File: config.mk
export PLATFORM = sky130hd
export DESIGN_NAME = router_advert_dns_server_extractor_unit
export DESIGN_NICKNAME = d
export VERILOG_FILES = /design/src/hw/rtl/radse_pkg.sv /design/src/hw/rtl/radse_parse.sv /design/src/hw/rtl/radse_outq.sv /design/src/hw/rtl/router_advert_dns_server_extractor_unit.sv
export SDC_FILE = /design/constraint.sdc
export NUM_CORES = 2
export LEC_CHECK = 0
export ABC_AREA = 0
export ABC_CLOCK_PERIOD_IN_PS = 15200
export BUFFER_PORTS_ARGS = -buffer_cell sky130_fd_sc_hd__buf_4
export CAP_MARGIN = 5
export CORE_MARGIN = 3
export CORE_UTILIZATION = 45
export DETAILED_ROUTE_END_ITERATION = 16
export PLACE_DENSITY = 0.64
export SYNTH_ARGS = -nofsm -noshare
export SYNTH_HDL_FRONTEND = slang
export SYNTH_SLANG_ARGS = --single-unit
File: constraint.sdc
create_clock -name clk -period 15.2 [get_ports clk]
set_input_delay 4.56 -clock clk [delete_from_list [all_inputs] [get_ports clk]]
set_output_delay 4.56 -clock clk [all_outputs]
set_load 0.05 [all_outputs]
File: src/hw/rtl/radse_pkg.sv
package radse_pkg;

	localparam int OPT_START  = 16;
	localparam int RA_TYPE    = 134;
	localparam int RDNSS_TYPE = 25;
	localparam int HOP_REQ    = 255;

	localparam logic KIND_ADDR   = 1'b0;
	localparam logic KIND_STATUS = 1'b1;

	// packet status codes; among the fault codes 2 to 8 the lower code wins
	localparam logic [3:0] ST_FOUND       = 4'd0;
	localparam logic [3:0] ST_NONE        = 4'd1;
	localparam logic [3:0] ST_NO_IFACE    = 4'd2;
	localparam logic [3:0] ST_OTHER_IFACE = 4'd3;
	localparam logic [3:0] ST_NO_HOP      = 4'd4;
	localparam logic [3:0] ST_SHORT       = 4'd5;
	localparam logic [3:0] ST_NOT_RA      = 4'd6;
	localparam logic [3:0] ST_BAD_CODE    = 4'd7;
	localparam logic [3:0] ST_NOT_LL      = 4'd8;

	typedef struct packed {
		logic        source_link_local;
		logic        hop_limit_known;
		logic [7:0]  hop_limit;
		logic [15:0] arrival_interface;
		logic        last_byte;
		logic [7:0]  data_byte;
	} radse_item_t;

	typedef struct packed {
		logic        last_result;
		logic [7:0]  server_count;
		logic [3:0]  packet_status;
		logic [31:0] server_lifetime;
		logic [63:0] server_addr_low;
		logic [63:0] server_addr_high;
		logic        result_kind;
	} radse_res_t;

endpackage

File: src/hw/rtl/radse_parse.sv
module radse_parse #(
	parameter int MAX_PACKET_BYTES = 2048
) (
	input  logic                clk,
	input  logic                arst_n,
	input  logic [15:0]         expected_interface,
	input  logic                in_valid,
	output logic                in_ready,
	input  radse_pkg::radse_item_t in_item,
	input  logic                room,
	output logic [1:0]          push_n,
	output radse_pkg::radse_res_t res0,
	output radse_pkg::radse_res_t res1
);
	import radse_pkg::*;

	localparam int OW = $clog2(MAX_PACKET_BYTES + 1);
	localparam int NW = $clog2(MAX_PACKET_BYTES + 2040);

	logic        v_s1;
	radse_item_t item_s1;
	logic        go;

	logic [OW-1:0]  off_q, off_d;
	logic [NW-1:0]  nxt_q, nxt_d;
	logic [NW-1:0]  end_q, end_d;
	logic [OW-1:0]  start_q, start_d;
	logic           sized_q, sized_d;
	logic [7:0]     otype_q, otype_d;
	logic [31:0]    olife_q, olife_d;
	logic [31:0]    llife_q, llife_d;
	logic [127:0]   shift_q, shift_d;
	logic [3:0]     acnt_q, acnt_d;
	logic [3:0]     rej_q, rej_d;
	logic           stop_q, stop_d;
	logic [7:0]     found_q, found_d;

	logic [OW-1:0]  o;
	logic [OW-1:0]  rel;
	logic [7:0]     b;
	logic           emit;
	logic [3:0]     c0;
	logic [3:0]     status;
	radse_res_t     addr_res;
	radse_res_t     stat_res;

	assign go       = v_s1 && room;
	assign in_ready = !v_s1 || room;

	always_comb begin
		off_d   = off_q;
		nxt_d   = nxt_q;
		end_d   = end_q;
		start_d = start_q;
		sized_d = sized_q;
		otype_d = otype_q;
		olife_d = olife_q;
		llife_d = llife_q;
		shift_d = shift_q;
		acnt_d  = acnt_q;
		rej_d   = rej_q;
		stop_d  = stop_q;
		found_d = found_q;
		emit    = 1'b0;
		o       = off_q;
		b       = item_s1.data_byte;
		rel     = o - start_q;
		c0      = ST_FOUND;

		if (off_q < OW'(MAX_PACKET_BYTES)) begin
			if (o == '0) begin
				// first fault in priority order is the lowest code
				if (item_s1.arrival_interface == 16'd0)
					c0 = ST_NO_IFACE;
				else if (item_s1.arrival_interface != expected_interface)
					c0 = ST_OTHER_IFACE;
				else if (!item_s1.hop_limit_known)
					c0 = ST_NO_HOP;
				else if (b != 8'(RA_TYPE))
					c0 = ST_NOT_RA;
				else if (item_s1.hop_limit != 8'(HOP_REQ))
					c0 = ST_BAD_CODE;
				else if (!item_s1.source_link_local)
					c0 = ST_NOT_LL;
				rej_d = c0;
			end else if (o == OW'(1)) begin
				if (b != 8'd0 && (rej_q == ST_FOUND || rej_q == ST_NOT_LL))
					rej_d = ST_BAD_CODE;
			end else if (o >= OW'(OPT_START) && rej_q == ST_FOUND && !stop_q) begin
				if (NW'(o) == nxt_q) begin
					start_d = o;
					otype_d = b;
					sized_d = 1'b0;
					acnt_d  = '0;
					shift_d = '0;
					olife_d = '0;
				end else if (!sized_q) begin
					if (o == start_q + OW'(1)) begin
						if (b == 8'd0) begin
							stop_d = 1'b1;
						end else begin
							end_d   = NW'(start_q) + NW'({b, 3'b000});
							nxt_d   = NW'(start_q) + NW'({b, 3'b000});
							sized_d = 1'b1;
						end
					end
				end else if (otype_q == 8'(RDNSS_TYPE) && NW'(o) < end_q) begin
					if (rel >= OW'(4) && rel < OW'(8)) begin
						olife_d = {olife_q[23:0], b};
						if (rel == OW'(7))
							llife_d = {olife_q[23:0], b};
					end else if (rel >= OW'(8)) begin
						shift_d = {shift_q[119:0], b};
						acnt_d  = acnt_q + 4'd1;
						if (acnt_q == 4'd15) begin
							emit = 1'b1;
							if (found_q != 8'hFF)
								found_d = found_q + 8'd1;
						end
					end
				end
			end
			off_d = off_q + OW'(1);
		end

		if (rej_d >= ST_NO_IFACE && rej_d <= ST_NO_HOP)
			status = rej_d;
		else if (off_d < OW'(OPT_START))
			status = ST_SHORT;
		else if (rej_d != ST_FOUND)
			status = rej_d;
		else
			status = (found_d != 8'd0) ? ST_FOUND : ST_NONE;

		addr_res.result_kind      = KIND_ADDR;
		addr_res.server_addr_high = shift_d[127:64];
		addr_res.server_addr_low  = shift_d[63:0];
		addr_res.server_lifetime  = olife_q;
		addr_res.packet_status    = ST_FOUND;
		addr_res.server_count     = found_d;
		addr_res.last_result      = !item_s1.last_byte;

		stat_res.result_kind      = KIND_STATUS;
		stat_res.server_addr_high = '0;
		stat_res.server_addr_low  = '0;
		stat_res.server_lifetime  = llife_d;
		stat_res.packet_status    = status;
		stat_res.server_count     = found_d;
		stat_res.last_result      = 1'b1;

		res0 = emit ? addr_res : stat_res;
		res1 = stat_res;
		if (!go)
			push_n = 2'd0;
		else
			push_n = 2'(emit) + 2'(item_s1.last_byte);
	end

	always_ff @(posedge clk or negedge arst_n) begin
		if (!arst_n) begin
			v_s1 <= 1'b0;
		end else if (in_ready) begin
			v_s1 <= in_valid;
		end
	end

	always_ff @(posedge clk) begin
		if (in_ready && in_valid)
			item_s1 <= in_item;
	end

	always_ff @(posedge clk or negedge arst_n) begin
		if (!arst_n) begin
			off_q   <= '0;
			nxt_q   <= NW'(OPT_START);
			end_q   <= '0;
			start_q <= '0;
			sized_q <= 1'b0;
			otype_q <= '0;
			olife_q <= '0;
			llife_q <= '1;
			shift_q <= '0;
			acnt_q  <= '0;
			rej_q   <= ST_FOUND;
			stop_q  <= 1'b0;
			found_q <= '0;
		end else if (go) begin
			if (item_s1.last_byte) begin
				// packet end: back to the idle packet state
				off_q   <= '0;
				nxt_q   <= NW'(OPT_START);
				end_q   <= '0;
				start_q <= '0;
				sized_q <= 1'b0;
				otype_q <= '0;
				olife_q <= '0;
				llife_q <= '1;
				shift_q <= '0;
				acnt_q  <= '0;
				rej_q   <= ST_FOUND;
				stop_q  <= 1'b0;
				found_q <= '0;
			end else begin
				off_q   <= off_d;
				nxt_q   <= nxt_d;
				end_q   <= end_d;
				start_q <= start_d;
				sized_q <= sized_d;
				otype_q <= otype_d;
				olife_q <= olife_d;
				llife_q <= llife_d;
				shift_q <= shift_d;
				acnt_q  <= acnt_d;
				rej_q   <= rej_d;
				stop_q  <= stop_d;
				found_q <= found_d;
			end
		end
	end

	a_off_bound: assert property (@(posedge clk) disable iff (!arst_n)
		off_q <= OW'(MAX_PACKET_BYTES))
		else $error("byte offset ran past the packet limit");

	a_walk_only_valid: assert property (@(posedge clk) disable iff (!arst_n)
		(go && rej_q != ST_FOUND) |-> !emit)
		else $error("address emitted from a rejected packet");

	a_last_pushes: assert property (@(posedge clk) disable iff (!arst_n)
		(go && item_s1.last_byte) |-> (push_n != 2'd0))
		else $error("packet end produced no status");

endmodule

File: src/hw/rtl/radse_outq.sv
module radse_outq (
	input  logic                  clk,
	input  logic                  arst_n,
	input  logic [1:0]            push_n,
	input  radse_pkg::radse_res_t push0,
	input  radse_pkg::radse_res_t push1,
	output logic                  room,
	output logic                  out_valid,
	input  logic                  out_ready,
	output radse_pkg::radse_res_t out_res
);
	import radse_pkg::*;

	localparam int DEPTH = 4;
	localparam int PW    = $clog2(DEPTH);
	localparam int CW    = $clog2(DEPTH + 1);

	radse_res_t    mem_q [DEPTH];
	logic [PW-1:0] wp_q;
	logic [PW-1:0] rp_q;
	logic [CW-1:0] cnt_q;
	logic          pop;

	// a request may queue two results, so keep two slots free
	assign room      = cnt_q <= CW'(DEPTH - 2);
	assign out_valid = cnt_q != '0;
	assign out_res   = mem_q[rp_q];
	assign pop       = out_valid && out_ready;

	always_ff @(posedge clk) begin
		if (push_n != 2'd0)
			mem_q[wp_q] <= push0;
		if (push_n == 2'd2)
			mem_q[wp_q + PW'(1)] <= push1;
	end

	always_ff @(posedge clk or negedge arst_n) begin
		if (!arst_n) begin
			wp_q  <= '0;
			rp_q  <= '0;
			cnt_q <= '0;
		end else begin
			wp_q  <= wp_q + PW'(push_n);
			if (pop)
				rp_q <= rp_q + PW'(1);
			cnt_q <= cnt_q + CW'(push_n) - CW'(pop);
		end
	end

	a_cnt_bound: assert property (@(posedge clk) disable iff (!arst_n)
		cnt_q <= CW'(DEPTH))
		else $error("result queue count out of range");

	a_no_overflow: assert property (@(posedge clk) disable iff (!arst_n)
		(push_n != 2'd0) |-> (cnt_q + CW'(push_n) - CW'(pop) <= CW'(DEPTH)))
		else $error("result queue overflow");

	a_drain: assert property (@(posedge clk) disable iff (!arst_n)
		(cnt_q == CW'(1) && pop && push_n == 2'd0) |=> !out_valid)
		else $error("result queue did not empty");

endmodule

File: src/hw/rtl/router_advert_dns_server_extractor_unit.sv
// router advertisement dns server extractor
// s_axis carries an icmpv6 router advertisement one byte per request, starting
// at the icmp type byte; tlast marks the packet's final byte. the per-packet
// metadata (arrival interface, hop limit, flags) is taken from the first byte.
// m_axis returns results: a dns server address with its option lifetime
// (tuser 0), and on the packet's last byte an end-of-packet status (tuser 1).
// m_axis tlast marks the final result caused by one input byte.
// cfg_we/cfg_wdata set the accepted interface index; write it only while idle.
// a byte is registered at the input stage, then written into the result queue.
// throughput: one byte per cycle while the queue has room; the per-byte offset
// compare and shift sit between the input register and the four-entry result
// queue. a last byte that also completes an address queues two results.
// when m_axis stalls the queue fills and s_axis_tready drops once fewer than
// two slots remain; nothing is lost.
// reset clears the packet state and sets the interface index to zero.
module router_advert_dns_server_extractor_unit #(
	parameter int MAX_PACKET_BYTES = 2048
) (
	input  logic         clk,
	input  logic         arst_n,
	input  logic         cfg_we,
	input  logic [15:0]  cfg_wdata,
	input  logic         s_axis_tvalid,
	output logic         s_axis_tready,
	// data_byte, arrival_interface, hop_limit
	input  logic [31:0]  s_axis_tdata,
	input  logic         s_axis_tlast,
	// hop_limit_known, source_link_local
	input  logic [1:0]   s_axis_tuser,
	output logic         m_axis_tvalid,
	input  logic         m_axis_tready,
	// server_addr_high, server_addr_low, server_lifetime, packet_status,
	// server_count, zero fill
	output logic [175:0] m_axis_tdata,
	output logic         m_axis_tlast,
	// result_kind
	output logic         m_axis_tuser
);
	import radse_pkg::*;

	logic [15:0] exp_iface_q;
	radse_item_t in_item;
	radse_res_t  res0;
	radse_res_t  res1;
	radse_res_t  out_res;
	logic [1:0]  push_n;
	logic        room;

	always_ff @(posedge clk or negedge arst_n) begin
		if (!arst_n) begin
			exp_iface_q <= '0;
		end else if (cfg_we) begin
			exp_iface_q <= cfg_wdata;
		end
	end

	assign in_item.data_byte         = s_axis_tdata[7:0];
	assign in_item.arrival_interface = s_axis_tdata[23:8];
	assign in_item.hop_limit         = s_axis_tdata[31:24];
	assign in_item.last_byte         = s_axis_tlast;
	assign in_item.hop_limit_known   = s_axis_tuser[0];
	assign in_item.source_link_local = s_axis_tuser[1];

	radse_parse #(
		.MAX_PACKET_BYTES(MAX_PACKET_BYTES)
	) u_parse (
		.clk               (clk),
		.arst_n            (arst_n),
		.expected_interface(exp_iface_q),
		.in_valid          (s_axis_tvalid),
		.in_ready          (s_axis_tready),
		.in_item           (in_item),
		.room              (room),
		.push_n            (push_n),
		.res0              (res0),
		.res1              (res1)
	);

	radse_outq u_outq (
		.clk      (clk),
		.arst_n   (arst_n),
		.push_n   (push_n),
		.push0    (res0),
		.push1    (res1),
		.room     (room),
		.out_valid(m_axis_tvalid),
		.out_ready(m_axis_tready),
		.out_res  (out_res)
	);

	assign m_axis_tdata = {4'b0000, out_res.server_count, out_res.packet_status,
		out_res.server_lifetime, out_res.server_addr_low, out_res.server_addr_high};
	assign m_axis_tlast = out_res.last_result;
	assign m_axis_tuser = out_res.result_kind;

endmodule
==> Word level (Yosys, flattened, before mapping) <==
Memory sizes are Yosys's and may differ from the RTL's.
Index checks and enable logic that the tools add are counted.
{ "op_classes": {"eq_ne": 18, "magnitude_cmp": 10, "add_sub_neg": 12, "muxes": 124, "n_reduce_logical": 38, "multipliers": 0, "shift": 0, "div_mod_pow": 0, "bitwise_logic": 0} }
{ "op_table": {"columns": ["operator", "n"], "rows": [
  ["two-way mux 128 bit", 10],
  ["two-way mux 32 bit", 19],
  ["two-way mux 12 bit", 18],
  ["two-way mux 174 bit", 1],
  ["two-way mux 8 bit", 18],
  ["two-way mux 4 bit", 24],
  ["two-way mux 1 bit", 33],
  ["AND reduction 9 bit", 3],
  ["adder 12 x 1 -> 12 bit (second input constant)", 2],
  ["equality test 12 bit", 2],
  ["inequality test 8 bit (second input constant)", 3],
  ["zero test 16 bit", 1],
  ["inequality test 16 bit", 1],
  ["nonzero test 8 bit", 2],
  ["nonzero test 3 bit", 5],
  ["adder 12 x 11 -> 12 bit", 1],
  ["equality test 12 x 1 -> 1 bit (second input constant)", 1],
  ["equality test 12 x 3 -> 1 bit (second input constant)", 1],
  ["greater-or-equal comparator 12 x 3 -> 1 bit (second input constant)", 1],
  ["greater-or-equal comparator 12 x 4 -> 1 bit (second input constant)", 1],
  ["greater-or-equal comparator 12 x 5 -> 1 bit (second input constant)", 1],
  ["zero test 12 bit", 1],
  ["< comparator 12 bit", 1],
  ["< comparator 12 bit (second input constant)", 1],
  ["other kinds (29)", 51]
]} }
{ "totals": {"ram_bits": 696, "memories": 1, "latch_bits": 0, "out_inout_bits": 180, "regBits": 325, "romBits": 0, "inputBits": 56} }
{ "mem_list": {"columns": ["memory", "words", "word_bits", "rd", "rd_clocked_by_memory_dff", "wr", "line", "rtl"], "rows": [
  ["u_outq.mem_q", 4, 174, 1, 0, 2, "radse_outq.sv:18", "radse_res_t mem_q [DEPTH];"]
]} }

==> Logic depth before layout (Yosys ltp) <==
{ "depth": {"word_depth": 18, "mapped_depth": 22, "depth_no_buf": 18} }

==> Modules after synthesis <==
From an unflattened synthesis, not the netlist that was laid out.
{ "hier_totals": {"cells_unflattened": 3617, "area_unflattened_um2": 52804.4} }
{ "by_module_without_submodules": {"columns": ["mod", "seq_area_each_um2", "area_each_um2", "instances", "cells_per_inst"], "rows": [
  ["radse_outq", 21075.2, 34519.4, 1, 1723],
  ["radse_parse", 7498.4, 17601.9, 1, 1855],
  ["router_advert_dns_server_extractor_unit", 400.4, 683.2, 1, 39]
]} }

==> Worst setup path before layout <==
No wires, ideal clock.
{ "synth_timing": {"path_kind": "reg2out", "startpoint": "reg u_outq.rp_q[0]", "endpoint": "out m_axis_tdata[127]", "required_ns": 10.640, "setup_slack_ns": 8.450, "path_buffers": 3, "path_stages_with_launch": 5, "arrival_time_ns": 2.190, "path_cell_list": "dfrtp_1 -> clkbuf_1 -> buf_1 -> buf_1 -> mux4_2"} }
{ "synth_between": {"elab_chain_cells": 1} }
{ "synth_rtl": {"columns": ["item", "line", "rtl"], "rows": [
  ["start: declaration", "radse_outq.sv:20", "logic [PW-1:0] rp_q;"],
  ["start signal: assignment", "radse_outq.sv:45", "rp_q <= rp_q + PW'(1);"],
  ["memory read (4 x 174 bit)", null, null],
  ["end: declaration", "router_advert_dns_server_extractor_unit.sv:34", "output logic [175:0] m_axis_tdata,"]
]} }
Every way passes these cells.

==> Worst setup path after layout <==
{ "layout_timing": {"startpoint": "reg u_outq.rp_q[0]", "endpoint": "out m_axis_tdata[88]"} }
Same word-level chain as after synthesis.

==> run_results.csv <==
group,metric,value,unit
job,cap_violations,0,
timing,min_period_over_period,58.23,%
worst_setup_path,crit_type,"reg2out",
final_layout,drive_above_1_share,20.64,%
final_layout,layout_common_cells,"616 x a22o_1, 520 x dfxtp_1, 275 x buf_4",
place,gp_congestion,0.8628,
outcome,status,"complete, no violations",
floorplanning,core,90840,um2
floorplanning,initial_core_util,45.78,%
hold_path,worstHoldStart,"u_outq.mem_q[3][66]$_SDFFE_PP0N_",
pwr,switchingPower,0.002604,W
pwr,combPwrFrac,25.5,%
worst_setup_path,critPathArrivalTime,4.29,ns
final_layout,n_antenna_cell,0,
logic_synthesis,ys_seq_elements,1002,
cts,cts_tree,"done",
timing,finalHoldViolCount,0,
timing,worst_slew_pin_slew,1.163,ns
pwr,p_leak,18.49,nW
detailed_routing,drc,0,
global_routing,antenna_found_initial,0,
final_layout,syn_to_final_growth,13.88,%
floorplanning,die_y,310.0,um
global_routing,globalRoute.totalOverflow,0,
global_routing,grt_pass1_wl,180600,um
final_layout,nets,3502,
logic_synthesis,syn_area_per_cell,12.62,um2
logic_synthesis,yosysTopAreaCellShare,25.03,%
timing,rsz0062_at_grt,"no",
detailed_routing,vias_per_cell,6.215,
cts,post_cts.repair.setup_buffers,0,
detailed_routing,drtIter0Drc,2794,
detailed_routing,via_count,28990,
worst_setup_path,cp.required,10.64,ns
timing,finalClockSkew,0.02074,ns
worst_setup_path,crit_fanout,58,
floorplanning,die_x,310.0,um
pwr,p_per_area,160.8,nW/um2
place,io_buffer_count,231,
logic_synthesis,synth-main-ff-cell,"dfxtp_1",
global_routing,first_global_vias,28200,
place,place_area,43930,um2
floorplanning,rows,110,
logic_synthesis,yosys-top-cells-area,"dfxtp_1 25%, edfxtp_1 15%, dfrtp_1 14%",
global_routing,grt_start_max_net_pins,137,
logic_synthesis,synth-edff-count,211,
timing,drv_slew,0,
pwr,power.share.switching,34.19,%
logic_synthesis,async_flop_share,27.05,%
logic_synthesis,syn_inst,3294,
floorplanning,pin_count,236,
logic_synthesis,ys_seq_area_share,56.68,%
timing,relSlewSlack,22.49,%
place,dp_hpwl,70400,um
cts,insertion_delay,0.68,ns
pwr,peakVddDrop,0.0001491,V
timing,setup_viol,0,
final_layout,layout_commonest_cell,"a22o_1",
floorplanning,dieArea,96090,um2
worst_setup_path,r2r-start,"u_parse.o[0]$_DFFE_PN0P_",
cts,path_clk_slew,0.06,ns
detailed_routing,wl_per_cell,25.41,um
cts,post_cts_resized,0,
worst_setup_path,start_kind,"register",
pwr,p_int,0.005012,W
final_layout,postLayoutCellArea,47350,um2
cts,cts_hold_buf,0,
pwr,seqPwrFrac,41.2,%
worst_setup_path,startpoint,"u_outq.rp_q[0]$_DFFE_PN0P_",
cts,htreeDepth,3,
worst_setup_path,crit_path_end_kind,"output port",
detailed_routing,routed_wl,118500,um
cts,clock_path_buffers,3,
cts,clock_sinks,1002,
timing,setup_tns,0,ns
global_routing,grt_usage,24.31,%
logic_synthesis,synth_top_cell_by_area,"dfxtp_1",
detailed_routing,ant_nets,0,
cts,numCtsBuffers,104,
timing,fmax,0.1130,GHz
logic_synthesis,ys.warnings.count,0,
logic_synthesis,ys_types,79,
pwr,pwr-share-clk,33.3,%
timing,fin_crit,8.852,ns
logic_synthesis,syn_area,41580,um2
cts,cts_root_buffer,"clkbuf_16",
hold_path,hold_path.class,"reg2reg",
detailed_routing,firstDrtPassIters,5,
[cell usage after synthesis, types with 50 or more instances]
| cell | count |
|---|---|
| buf_2 | 50 |
| inv_1 | 75 |
| dfrtp_1 | 238 |
| a21oi_1 | 75 |
| nand2_1 | 222 |
| o21ai_0 | 189 |
| a22o_1 | 616 |
| mux4_2 | 174 |
| nor2_1 | 124 |
| clkbuf_1 | 142 |
| dfxtp_1 | 520 |
| edfxtp_1 | 211 |
[cells by family after synthesis]
logic type	synth area share, %
DFF	56.68
other	0.009018
adders and majority gates	1.408
and+or+nand+nor	5.789
AOI/OAI and AO/OA	20.12
xor gates and xnor gates	1.116
muxes	10.95
buffers and inverters	3.933
[flip-flops by register name, indices dropped and copies added, names as in the netlist, 2 cells and up]
name             cells
u_parse.b            8
u_parse.olife_q     32
u_outq.rp_q          2
u_parse.acnt_q       4
u_parse.found_q      8
u_parse.start_q     12
u_parse.item_s1     27
u_parse.otype_q      8
u_outq.mem_q       696
exp_iface_q         16
u_outq.wp_q          2
u_parse.shift_q    120
u_parse.rej_q        4
u_parse.end_q       12
u_parse.o           12
u_parse.llife_q     32
u_outq.cnt_q         3
[critical path: stages (launching register included)]
cell     delay, ns
dfrtp_4       0.90
buf_4         0.86
buf_4         0.95
mux4_2        0.63
buf_4         0.21
[worst paths after layout]
check,endpoint,slack (ns),cells after the start
max reg2reg,u_outq.mem_q[2][34]$_SDFFE_PP0P_,8.01,19
max in group asynchronous,u_outq.rp_q[1]$_DFFE_PN0P_,9.85,2
min reg2reg,u_outq.mem_q[3][66]$_SDFFE_PP0N_,0.45,2
min,u_outq.mem_q[3][66]$_SDFFE_PP0N_,0.45,2
min in group asynchronous,u_parse.olife_q[14]$_DFFE_PN0P_,3.90,1
max,m_axis_tdata[88],6.35,4
[layer usage]
metal | track usage [%] | share of wire, % | wire, um
met5 | 0 | 0 | 0
met4 | 5.786 | 2.1 | 2529
met2 | 36.42 | 44 | 52220
met1 | 35.56 | 45 | 53080
met3 | 6.160 | 9.0 | 10680
[area by class of cell]
cell class / count / area (um2)
fillers: 7614 / 43480
flip-flops and latches: 1002 / 23580
clock buffers: 154 / 2983
clock inverters: 39 / 444.2
well taps: 1176 / 1471
repair buffers: 278 / 2120
inverters: 75 / 281.5
multi-input cells: 1940 / 16480
[power groups by stage]
stage / Combinational [W] / Clock [W] / Sequential (W)
finish: 0.00194 / 0.00254 / 0.00314
global route: 0.00207 / 0.00269 / 0.00316
CTS: 0.00195 / 0.00258 / 0.00314
detailed placement: 0.00194 / 0 / 0.00319
global placement: 0.00193 / 0 / 0.00319
floorplan: 0.00145 / 0 / 0.00304
[stage by stage]
step | hold WS (ns) | total power [W] | instances | util (%) | worst slack, ns
finish | 0.4498 | 0.007617 | 4664 | 52.13 | 6.349
global route | 0.4764 | 0.007922 | 4664 | 52.13 | 5.917
CTS | 0.4592 | 0.007665 | 4664 | 52.13 | 6.141
floorplan | 0.4192 | 0.004496 | 3297 | - | 8.450
detailed placement | 0.4445 | 0.005132 | 4471 | 48.36 | 6.899
global placement | 0.4294 | 0.005112 | 4471 | 48.36 | 6.952
Power figures use the tool's default switching activity.
